<file path="src/hdl/sspq_pkg.sv">
// ----------------------------------------------------------------------------
// sspq_pkg
// Shared types and constants for the stable sorted priority queue.
// ----------------------------------------------------------------------------
package sspq_pkg;

	localparam int PRIO_W    = 16;
	localparam int PAY_W     = 32;
	localparam int CNT_OUT_W = 5;
	localparam int STS_W     = 2;

	localparam logic ACT_INSERT = 1'b0;
	localparam logic ACT_REMOVE = 1'b1;

	localparam logic [STS_W-1:0] STS_DONE      = 2'd0;
	localparam logic [STS_W-1:0] STS_EMPTY     = 2'd1;
	localparam logic [STS_W-1:0] STS_FULL_DROP = 2'd2;

	// controller -> datapath
	typedef struct packed {
		logic             load;
		logic             insert;
		logic             remove;
		logic [STS_W-1:0] code;
	} sspq_cmd_t;

	// datapath -> controller
	typedef struct packed {
		logic empty;
		logic full;
	} sspq_sts_t;

endpackage

</file>
<file path="src/hdl/sspq_item_if.sv">
// ----------------------------------------------------------------------------
// sspq_item_if
// Request channel of the priority queue: insert or remove.
// ----------------------------------------------------------------------------
interface sspq_item_if;
	logic                         valid;
	logic                         ready;
	logic                         action;
	logic [sspq_pkg::PRIO_W-1:0]  in_priority;
	logic [sspq_pkg::PAY_W-1:0]   in_payload;

	modport source (output valid, action, in_priority, in_payload, input ready);
	modport sink   (input valid, action, in_priority, in_payload, output ready);
endinterface

</file>
<file path="src/hdl/sspq_result_if.sv">
// ----------------------------------------------------------------------------
// sspq_result_if
// Result channel of the priority queue: one result per request.
// ----------------------------------------------------------------------------
interface sspq_result_if;
	logic                            valid;
	logic                            ready;
	logic [sspq_pkg::STS_W-1:0]      status;
	logic                            out_valid;
	logic [sspq_pkg::PRIO_W-1:0]     out_priority;
	logic [sspq_pkg::PAY_W-1:0]      out_payload;
	logic                            head_valid;
	logic [sspq_pkg::PRIO_W-1:0]     head_priority;
	logic [sspq_pkg::PAY_W-1:0]      head_payload;
	logic [sspq_pkg::CNT_OUT_W-1:0]  held_count;

	modport source (output valid, status, out_valid, out_priority, out_payload,
		head_valid, head_priority, head_payload, held_count, input ready);
	modport sink   (input valid, status, out_valid, out_priority, out_payload,
		head_valid, head_priority, head_payload, held_count, output ready);
endinterface

</file>
<file path="src/hdl/sspq_ctrl.sv">
// ----------------------------------------------------------------------------
// sspq_ctrl
// Handshake controller: accepts a request whenever the result register is
// free or draining, and decides the queue operation from the datapath flags.
// ----------------------------------------------------------------------------
module sspq_ctrl (
	input  logic                 clk,
	input  logic                 arst_n,
	input  logic                 item_valid,
	input  logic                 item_action,
	output logic                 item_ready,
	output logic                 result_valid,
	input  logic                 result_ready,
	input  sspq_pkg::sspq_sts_t  sts,
	output sspq_pkg::sspq_cmd_t  cmd
);

	localparam logic ST_IDLE = 1'b0;
	localparam logic ST_HOLD = 1'b1;

	logic state_q;
	logic state_nxt;
	logic accept;

	assign item_ready   = (state_q == ST_IDLE) || result_ready;
	assign accept       = item_valid && item_ready;
	assign result_valid = (state_q == ST_HOLD);

	always_comb begin
		cmd.load   = accept;
		cmd.insert = accept && (item_action == sspq_pkg::ACT_INSERT) && !sts.full;
		cmd.remove = accept && (item_action == sspq_pkg::ACT_REMOVE) && !sts.empty;
		if (item_action == sspq_pkg::ACT_INSERT) begin
			cmd.code = sts.full ? sspq_pkg::STS_FULL_DROP : sspq_pkg::STS_DONE;
		end else begin
			cmd.code = sts.empty ? sspq_pkg::STS_EMPTY : sspq_pkg::STS_DONE;
		end
	end

	always_comb begin
		state_nxt = state_q;
		unique case (state_q)
			ST_IDLE: begin
				if (accept) state_nxt = ST_HOLD;
			end
			ST_HOLD: begin
				if (!accept && result_ready) state_nxt = ST_IDLE;
			end
			default: state_nxt = ST_IDLE;
		endcase
	end

	always_ff @(posedge clk or negedge arst_n) begin
		if (!arst_n) begin
			state_q <= ST_IDLE;
		end else begin
			state_q <= state_nxt;
		end
	end

endmodule

</file>
<file path="src/hdl/sspq_datapath.sv">
// ----------------------------------------------------------------------------
// sspq_datapath
// Sorted slot array with one comparator per slot. An insert shifts the tail
// up one slot from the insertion point; a remove shifts everything down.
// ----------------------------------------------------------------------------
module sspq_datapath #(
	parameter int DEPTH        = 16,
	parameter int PAYLOAD_BITS = 32
) (
	input  logic                              clk,
	input  logic                              arst_n,
	input  sspq_pkg::sspq_cmd_t               cmd,
	input  logic [sspq_pkg::PRIO_W-1:0]       in_priority,
	input  logic [sspq_pkg::PAY_W-1:0]        in_payload,
	output sspq_pkg::sspq_sts_t               sts,
	output logic [sspq_pkg::STS_W-1:0]        status,
	output logic                              out_valid,
	output logic [sspq_pkg::PRIO_W-1:0]       out_priority,
	output logic [sspq_pkg::PAY_W-1:0]        out_payload,
	output logic                              head_valid,
	output logic [sspq_pkg::PRIO_W-1:0]       head_priority,
	output logic [sspq_pkg::PAY_W-1:0]        head_payload,
	output logic [sspq_pkg::CNT_OUT_W-1:0]    held_count
);

	localparam int CW = $clog2(DEPTH + 1);

	logic [sspq_pkg::PRIO_W-1:0] prio_q [DEPTH];
	logic [PAYLOAD_BITS-1:0]     pay_q  [DEPTH];
	logic [CW-1:0]               count_q;

	logic [sspq_pkg::PRIO_W-1:0] prio_nxt [DEPTH];
	logic [PAYLOAD_BITS-1:0]     pay_nxt  [DEPTH];
	logic [CW-1:0]               count_nxt;
	logic [DEPTH-1:0]            take;
	logic [DEPTH:0]              take_ext;
	logic [63:0]                 pay_in_ext;
	logic [PAYLOAD_BITS-1:0]     pay_in;
	logic                        op;

	logic [sspq_pkg::PRIO_W-1:0] head_prio_nxt;
	logic [PAYLOAD_BITS-1:0]     head_pay_nxt;
	logic [63:0]                 out_pay_ext;
	logic [63:0]                 head_pay_ext;
	logic [8:0]                  count_ext;

	assign pay_in_ext = 64'(in_payload);
	assign pay_in     = pay_in_ext[PAYLOAD_BITS-1:0];
	assign op         = cmd.insert || cmd.remove;

	assign sts.empty = (count_q == '0);
	assign sts.full  = (count_q == CW'(DEPTH));

	// take[i]: slot i lies at or beyond the insertion point (monotone, list is sorted)
	assign take_ext[0] = 1'b0;
	for (genvar i = 0; i < DEPTH; i++) begin : g_slot
		assign take[i]       = (count_q <= CW'(i)) || (prio_q[i] > in_priority);
		assign take_ext[i+1] = take[i];

		logic [sspq_pkg::PRIO_W-1:0] up_prio;
		logic [PAYLOAD_BITS-1:0]     up_pay;
		logic [sspq_pkg::PRIO_W-1:0] dn_prio;
		logic [PAYLOAD_BITS-1:0]     dn_pay;

		if (i == 0) begin : g_first
			assign up_prio = in_priority;
			assign up_pay  = pay_in;
		end else begin : g_mid
			assign up_prio = prio_q[i-1];
			assign up_pay  = pay_q[i-1];
		end

		if (i == DEPTH - 1) begin : g_last
			assign dn_prio = prio_q[i];
			assign dn_pay  = pay_q[i];
		end else begin : g_body
			assign dn_prio = prio_q[i+1];
			assign dn_pay  = pay_q[i+1];
		end

		always_comb begin
			prio_nxt[i] = prio_q[i];
			pay_nxt[i]  = pay_q[i];
			if (cmd.insert) begin
				if (take[i] && !take_ext[i]) begin
					prio_nxt[i] = in_priority;
					pay_nxt[i]  = pay_in;
				end else if (take[i]) begin
					prio_nxt[i] = up_prio;
					pay_nxt[i]  = up_pay;
				end
			end else if (cmd.remove) begin
				prio_nxt[i] = dn_prio;
				pay_nxt[i]  = dn_pay;
			end
		end
	end

	always_comb begin
		count_nxt = count_q;
		if (cmd.insert) begin
			count_nxt = count_q + CW'(1);
		end else if (cmd.remove) begin
			count_nxt = count_q - CW'(1);
		end
	end

	assign head_prio_nxt = prio_nxt[0];
	assign head_pay_nxt  = pay_nxt[0];
	assign out_pay_ext   = 64'(pay_q[0]);
	assign head_pay_ext  = 64'(head_pay_nxt);
	assign count_ext     = 9'(count_nxt);

	always_ff @(posedge clk) begin
		if (op) begin
			for (int k = 0; k < DEPTH; k++) begin
				prio_q[k] <= prio_nxt[k];
				pay_q[k]  <= pay_nxt[k];
			end
		end
	end

	always_ff @(posedge clk or negedge arst_n) begin
		if (!arst_n) begin
			count_q <= '0;
		end else begin
			count_q <= count_nxt;
		end
	end

	// result register
	always_ff @(posedge clk) begin
		if (cmd.load) begin
			status        <= cmd.code;
			out_valid     <= cmd.remove;
			out_priority  <= cmd.remove ? prio_q[0] : '0;
			out_payload   <= cmd.remove ? out_pay_ext[sspq_pkg::PAY_W-1:0] : '0;
			head_valid    <= (count_nxt != '0);
			head_priority <= (count_nxt != '0) ? head_prio_nxt : '0;
			head_payload  <= (count_nxt != '0) ? head_pay_ext[sspq_pkg::PAY_W-1:0] : '0;
			held_count    <= count_ext[sspq_pkg::CNT_OUT_W-1:0];
		end
	end

	a_count_range: assert property (@(posedge clk) disable iff (!arst_n)
		count_q <= CW'(DEPTH))
		else $error("entry count beyond depth");

	a_insert_grows: assert property (@(posedge clk) disable iff (!arst_n)
		cmd.insert |=> count_q == $past(count_q) + CW'(1))
		else $error("insert did not add one entry");

	a_remove_shrinks: assert property (@(posedge clk) disable iff (!arst_n)
		cmd.remove |=> count_q == $past(count_q) - CW'(1))
		else $error("remove did not take one entry");

	a_no_op_holds: assert property (@(posedge clk) disable iff (!arst_n)
		!(cmd.insert || cmd.remove) |=> $stable(count_q))
		else $error("count changed without an operation");

	a_head_sorted: assert property (@(posedge clk) disable iff (!arst_n)
		count_q >= CW'(2) |-> prio_q[0] <= prio_q[1])
		else $error("head slot out of order");

endmodule

</file>
<file path="src/hdl/stable_sorted_priority_queue.sv">
// ----------------------------------------------------------------------------
// stable_sorted_priority_queue
// Bounded priority queue, ascending order, FIFO among equal priorities.
// ----------------------------------------------------------------------------
// Takes one request per clock unless the receiver holds back the result,
// and returns its result in the next cycle from a result register; a new
// request is taken in the same cycle the previous result is taken. Each
// slot has its own comparator against the incoming priority, so an insert
// finds its place and shifts the tail, and a remove shifts every slot down,
// as the request is accepted. An insert on a full queue is dropped (status
// 2), a remove on an empty queue returns status 1. Every result carries the
// head and the count after the request.
module stable_sorted_priority_queue #(
	parameter int DEPTH        = 16,
	parameter int PAYLOAD_BITS = 32
) (
	input  logic          clk,
	input  logic          arst_n,
	sspq_item_if.sink     item,
	sspq_result_if.source result
);

	sspq_pkg::sspq_cmd_t cmd;
	sspq_pkg::sspq_sts_t sts;

	sspq_ctrl u_ctrl (
		.clk          (clk),
		.arst_n       (arst_n),
		.item_valid   (item.valid),
		.item_action  (item.action),
		.item_ready   (item.ready),
		.result_valid (result.valid),
		.result_ready (result.ready),
		.sts          (sts),
		.cmd          (cmd)
	);

	sspq_datapath #(
		.DEPTH        (DEPTH),
		.PAYLOAD_BITS (PAYLOAD_BITS)
	) u_datapath (
		.clk           (clk),
		.arst_n        (arst_n),
		.cmd           (cmd),
		.in_priority   (item.in_priority),
		.in_payload    (item.in_payload),
		.sts           (sts),
		.status        (result.status),
		.out_valid     (result.out_valid),
		.out_priority  (result.out_priority),
		.out_payload   (result.out_payload),
		.head_valid    (result.head_valid),
		.head_priority (result.head_priority),
		.head_payload  (result.head_payload),
		.held_count    (result.held_count)
	);

endmodule

</file>
<file path="src/flat_wrapper.sv">
// flat-port wrapper written by rule: the top's interface ports become plain ports
module stable_sorted_priority_queue_flat 
#(
	parameter int DEPTH        = 16,
	parameter int PAYLOAD_BITS = 32
)
  (clk, arst_n, item_valid, item_action, item_in_priority, item_in_payload, item_ready, result_valid, result_status, result_out_valid, result_out_priority, result_out_payload, result_head_valid, result_head_priority, result_head_payload, result_held_count, result_ready);
  sspq_item_if item_i ();
  sspq_result_if result_i ();
  input  logic clk;
  input  logic arst_n;
  input wire logic [$bits(item_i.valid)-1:0] item_valid;
  input wire logic [$bits(item_i.action)-1:0] item_action;
  input wire logic [$bits(item_i.in_priority)-1:0] item_in_priority;
  input wire logic [$bits(item_i.in_payload)-1:0] item_in_payload;
  output wire logic [$bits(item_i.ready)-1:0] item_ready;
  output wire logic [$bits(result_i.valid)-1:0] result_valid;
  output wire logic [$bits(result_i.status)-1:0] result_status;
  output wire logic [$bits(result_i.out_valid)-1:0] result_out_valid;
  output wire logic [$bits(result_i.out_priority)-1:0] result_out_priority;
  output wire logic [$bits(result_i.out_payload)-1:0] result_out_payload;
  output wire logic [$bits(result_i.head_valid)-1:0] result_head_valid;
  output wire logic [$bits(result_i.head_priority)-1:0] result_head_priority;
  output wire logic [$bits(result_i.head_payload)-1:0] result_head_payload;
  output wire logic [$bits(result_i.held_count)-1:0] result_held_count;
  input wire logic [$bits(result_i.ready)-1:0] result_ready;
  assign item_i.valid = item_valid;
  assign item_i.action = item_action;
  assign item_i.in_priority = item_in_priority;
  assign item_i.in_payload = item_in_payload;
  assign item_ready = item_i.ready;
  assign result_valid = result_i.valid;
  assign result_status = result_i.status;
  assign result_out_valid = result_i.out_valid;
  assign result_out_priority = result_i.out_priority;
  assign result_out_payload = result_i.out_payload;
  assign result_head_valid = result_i.head_valid;
  assign result_head_priority = result_i.head_priority;
  assign result_head_payload = result_i.head_payload;
  assign result_held_count = result_i.held_count;
  assign result_i.ready = result_ready;
  stable_sorted_priority_queue #(.DEPTH(DEPTH), .PAYLOAD_BITS(PAYLOAD_BITS)) u_core (.clk(clk), .arst_n(arst_n), .item(item_i), .result(result_i));
endmodule
</file>
<file path="config.mk">
export PLATFORM = sky130hd
export DESIGN_NAME = stable_sorted_priority_queue_flat
export DESIGN_NICKNAME = d
export VERILOG_FILES = /design/src/hdl/sspq_pkg.sv /design/src/hdl/sspq_item_if.sv /design/src/hdl/sspq_result_if.sv /design/src/hdl/sspq_ctrl.sv /design/src/hdl/sspq_datapath.sv /design/src/hdl/stable_sorted_priority_queue.sv /design/src/flat_wrapper.sv
export SDC_FILE = /design/constraint.sdc
export NUM_CORES = 2
export LEC_CHECK = 0
export BUFFER_PORTS_ARGS = -buffer_cell sky130_fd_sc_hd__buf_4
export CORE_MARGIN = 2
export CORE_UTILIZATION = 40
export CTS_BUF_LIST = sky130_fd_sc_hd__clkbuf_2
export DETAILED_ROUTE_END_ITERATION = 7
export GPL_ROUTABILITY_DRIVEN = 0
export REMOVE_ABC_BUFFERS = 1
export SYNTH_ARGS = -nofsm -noshare
export SYNTH_HDL_FRONTEND = slang
export SYNTH_HIERARCHICAL = 1
export SYNTH_SLANG_ARGS = --single-unit
</file>
<file path="constraint.sdc">
create_clock -name clk -period 4.6 [get_ports clk]
set_input_delay 0.69 -clock clk [delete_from_list [all_inputs] [get_ports clk]]
set_output_delay 0.69 -clock clk [all_outputs]
set_load 0.05 [all_outputs]
</file>
After elaboration in Yosys (flattened, before gate mapping)
Memory sizes are Yosys's and may differ from the RTL's.
Cells that the tools add are included.
{"block": "totals", "register_bits": 111, "latch_bits": 0, "ramBits": 768, "romBits": 0, "input_bits": 53, "wordCells": 242, "n_memories": 2}
{"memory": "u_core.u_datapath.pay_q", "words": 16, "width": 32, "read_ports": 16, "rd_ports_with_merged_regs": 0, "wr": 16, "line_no": "sspq_datapath.sv:29", "source": "logic [PAYLOAD_BITS-1:0] pay_q [DEPTH];"}
{"memory": "u_core.u_datapath.prio_q", "words": 16, "width": 16, "read_ports": 16, "rd_ports_with_merged_regs": 0, "wr": 16, "line_no": "sspq_datapath.sv:28", "source": "logic [sspq_pkg::PRIO_W-1:0] prio_q [DEPTH];"}
{"block": "classes", "add_sub_neg": 2, "n_mul": 0, "n_div": 0, "n_lt_le_gt_ge": 32, "eq_ne": 1, "shift": 0, "mux": 134, "n_bitwise": 2, "n_reduce_logical": 59}
{"operator": "$mux 32", "count": 62}
{"operator": "$mux 16", "count": 62}
{"operator": "$gt 16x16->1", "count": 16}
{"operator": "$le 5x4->1 const B", "count": 8}
{"operator": "$logic_and 1x1->1", "count": 21}
{"operator": "$le 5x3->1 const B", "count": 4}
{"operator": "$logic_not 1->1", "count": 18}
{"operator": "$logic_or 1x1->1", "count": 18}
{"operator": "$le 5x1->1 const B", "count": 2}
{"operator": "$le 5x2->1 const B", "count": 2}
{"operator": "$mux 5", "count": 2}
{"operator": "$add 5x1->5 const B", "count": 1}
{"operator": "$eq 5x5->1 const B", "count": 1}
{"operator": "$logic_not 5->1", "count": 1}
{"operator": "$mux 1", "count": 5}
{"operator": "$reduce_bool 5->1", "count": 1}
{"operator": "$sub 5x1->5 const B", "count": 1}
{"operator": "$mux 2", "count": 2}
{"operator": "$not 1->1", "count": 2}
{"operator": "$pmux 1 s2", "count": 1}

Depth between registers and ports, before layout
{"block": "depth", "depth_word": 8, "mapped_depth": 14, "mapped_depth_nobuf": 11}

Modules after synthesis
The synthesis kept the hierarchy.
{"module": "sspq_datapath", "n_inst": 1, "cells_each": 4427, "area_per_inst_um2": 49396.1, "seq_area_each_um2": 26340.3}
{"module": "sspq_ctrl", "n_inst": 1, "cells_each": 10, "area_per_inst_um2": 91.3, "seq_area_each_um2": 25.0}

Worst setup path after synthesis
Ideal clock, no wire load.
{"block": "synth_path", "path_kind": "input port to flip-flop", "start": "input item_in_priority[15]", "end": "memory u_core.u_datapath.pay_q[9][0], in the netlist u_core/u_datapath/pay_q[1][32] (enable)", "setup_ns": 0.470, "t_arrival_ns": 5.289, "required_ns": 4.130, "path_slack_ns": -1.158, "path_stages": 11, "path_cell_list": "clkbuf_1 clkbuf_1 inv_1 ha_1 nand4_1 nor4_1 a21boi_0 o41a_1 nor2_1 clkbuf_1 a21oi_1"}
{"element": "start: declaration", "line_no": "flat_wrapper.sv:14", "source": "input wire logic [$bits(item_i.in_priority)-1:0] item_in_priority;"}
{"element": "end: declaration", "line_no": "sspq_datapath.sv:29"}

==> flow_summary.ini <==
[logic_synthesis]
synth.most_common_cell = edfxtp_1
yosys_most_used_dff = edfxtp_1
synth.avg_cell_area_um2 = 11.2
syn-cell-area_um2 = 49500
synth-edff-count = 873
synth.distinct_cells = 70
synth-async-reset-ratio_pct = 0.683
synth_top_area_share_pct = 53.0
ys_seq_area_share_pct = 53.3
synthCells = 4437
synth_common_cells = edfxtp_1 (873), a21oi_1 (618), nor2_1 (608), mux2i_1 (477), clkbuf_1 (277)
synth-seq-cells = 879
synth_area_leaders = edfxtp_1 (53%), mux2i_1 (9.6%), ha_1 (6.6%), a21oi_1 (6.3%), nor2_1 (4.6%)
yosysWarnings = 6
yosysTopAreaCell = edfxtp_1

[routing]
wl_per_cell_um = 24.6
drt-total-wl_um = 163000
first_iter_violations = 4275
drtPass1Iterations = 6
viasPerCell = 5.86
ant_nets = 0
num_vias = 38800
drc = 0

[worst_setup_path]
critPathCaptureType = flip-flop
path_cells = dlygate4sd3_1 -> dlygate4sd3_1 -> buf_4 -> inv_1 -> ha_1 -> nand4_1 -> nor4_1 -> inv_1 -> or4_1 -> a211oi_4 -> buf_4 -> buf_12 -> mux2i_1 -> a21oi_1
critPathBufInv = 7
cp.required_ns = 5.92
cpMaxStageDelayCell = nor4_1
crit_path_start_kind = input port
cp_slowest_stage_delay_ns = 0.82
cp.arrival_ns = 5.63
cp_max_fo = 15
path_delay_family = buffers and inverters
path_class = in -> reg

[power]
power.leakage_uw = 0.0234
finalPower_uw = 29500
power_density_nw_per_um2 = 514
ir_worst_vdd_uv = 401

[timing]
finalHoldViolCount = 0
min_period_over_period_pct = 93.8
setup_tns_ns = 0
finalSetupViolations = 0
fin_crit_ns = 4.31
rsz0062_at_grt = false
slew_viol_final = 0
max_slew_margin_pct = 23.6
tightest_slew_ns = 1.15
worst_slack_ns = 0.287
finClkSkew_ns = 0.165
fmax_ghz = 0.232

[final_layout]
synthToLayoutAreaGrowth_pct = 15.8
finalNetCount = 5107
drive_gt1_share_pct = 16.5
fin_util_pct = 46.5
fin_area_um2 = 57300

[clock_network]
cts.htree.levels = 4
hold_buffers = 132
cts_setup_buffers = 0
clockBufferDepth = 3
cts_buffers = 233
path_clk_slew_ns = 0.11
clkLatencyLatePin_ns = 1.76
cts_resized = 0
root_buffer = clkbuf_2
numClockSinks = 879
cts_tree = yes

[placed_design]
placement.io_buffers = 159
dpl_cell_area_um2 = 53800
dp_slack_ns = 0.0801
dp_hpwl_um = 105000

[grt]
grt_max_degree = 199
grtUsageTotal_pct = 25.1
grt-ovfl-total = 0
grt_pass1_wl_um = 239000
antenna_found_initial = 5
grt_pass1_vias = 37300

[die]
start_util_pct = 40.2
die-area_um2 = 127000
io_pins = 160
rows = 129
fp.coreArea_um2 = 123000
die_w_um = 356
die_h_um = 356

[min_path]
hold_path_class = in -> reg

[job]
drv_cap = 0

[status]
status = complete, no violations
==> worst reg2reg max path: stages (launching register included) <==
cell      delay, ns
edfxtp_1       0.44
ha_1           0.32
nand4_1        0.32
nor4_1         0.91
inv_1          0.13
or4_1          0.66
a211oi_4       0.27
buf_4          0.18
buf_12         0.18
mux2i_1        0.27
a21oi_1        0.09
==> cell families after synthesis <==
logic type	count (synthesis)	synth area share (%)
adders and majority gates	261	6.60
muxes	525	10.7
xor gates and xnor gates	4	0.0708
AOI/OAI and AO/OA	1106	14.2
buffers and inverters	412	3.52
and+or+nand+nor	1250	11.6
DFF	879	53.3
==> report_power, final <==
group          switching, uW  internal [uW]  total, uW
Combinational           7440           4560      12000
Sequential               875          10700      11600
Clock                   3570           2330       5900
==> worst paths after layout <==
| path | startpoint | endpoint | slack (ns) | cells after the start |
|---|---|---|---|---|
| worst max-delay path | item_in_priority[10] | u_core/u_datapath/pay_q[0][187] | 0.29 | 14 |
| min in group asynchronous | arst_n | u_core/u_datapath/count_q[0] | 0.42 | 4 |
| max in group asynchronous | arst_n | u_core/u_ctrl/result_valid | 3.95 | 4 |
| worst max register to register | u_core/u_datapath/prio_q[0][79] | u_core/u_datapath/pay_q[0][187] | 0.42 | 10 |
| worst min-delay path | item_in_payload[29] | u_core/u_datapath/pay_q[1][221] | 0.19 | 4 |
| worst min register to register | u_core/u_datapath/pay_q[1][241] | u_core/u_datapath/pay_q[1][209] | 0.50 | 1 |
==> cell usage in the layout, fill, tap and decap left out, types with 74 or more instances in the layout <==
cell type / count
a21oi_1: 616
a221o_1: 181
and2_1: 82
buf_12: 75
buf_4: 278
clkbuf_2: 347
dlygate4sd3_1: 132
edfxtp_1: 873
ha_1: 261
mux2i_1: 477
nand2_1: 192
nand3_1: 74
nor2_1: 603
nor2b_1: 110
o21ai_0: 74
==> metrics by stage <==
stage	hold slack, ns	cells
global route	0.0984	6623
global placement	0.506	6063
finish	0.186	6624
detailed placement	0.507	6063
CTS	0.000530	6622
floorplan	0.394	4073
==> per-layer routing <==
layer	GRT usage (%)	wire (um)	vias to the layer above
met1	35.7	72200	19100
met4	8.97	4990	4
met3	5.34	14200	295
met2	37.8	71400	1735
li1	-	-	17700
met5	0	29	-
==> sequential cells by signal (all words and copies together) (netlist names) <==
signal,count
u_core/u_datapath/pay_q,512
u_core/u_datapath/prio_q,256
u_core/u_datapath/head_payload,32
u_core/u_datapath/out_payload,32
u_core/u_datapath/head_priority,16
u_core/u_datapath/out_priority,16
u_core/u_datapath/count_q,5
u_core/u_datapath/held_count,5
u_core/u_datapath/status,2
u_core/u_ctrl/result_valid,1
u_core/u_datapath/head_valid,1
u_core/u_datapath/out_valid,1
==> cell type report <==
class	instances	area [um^2]
fill	11400	65800
multi-input combinational	3146	21600
antenna	2	5.00
tap	1637	2050
clock buffer	347	1740
timing repair buffer	485	4910
clock inverter	80	474
sequential	879	26400
inverter	48	189
Power figures use the tool's default switching activity.
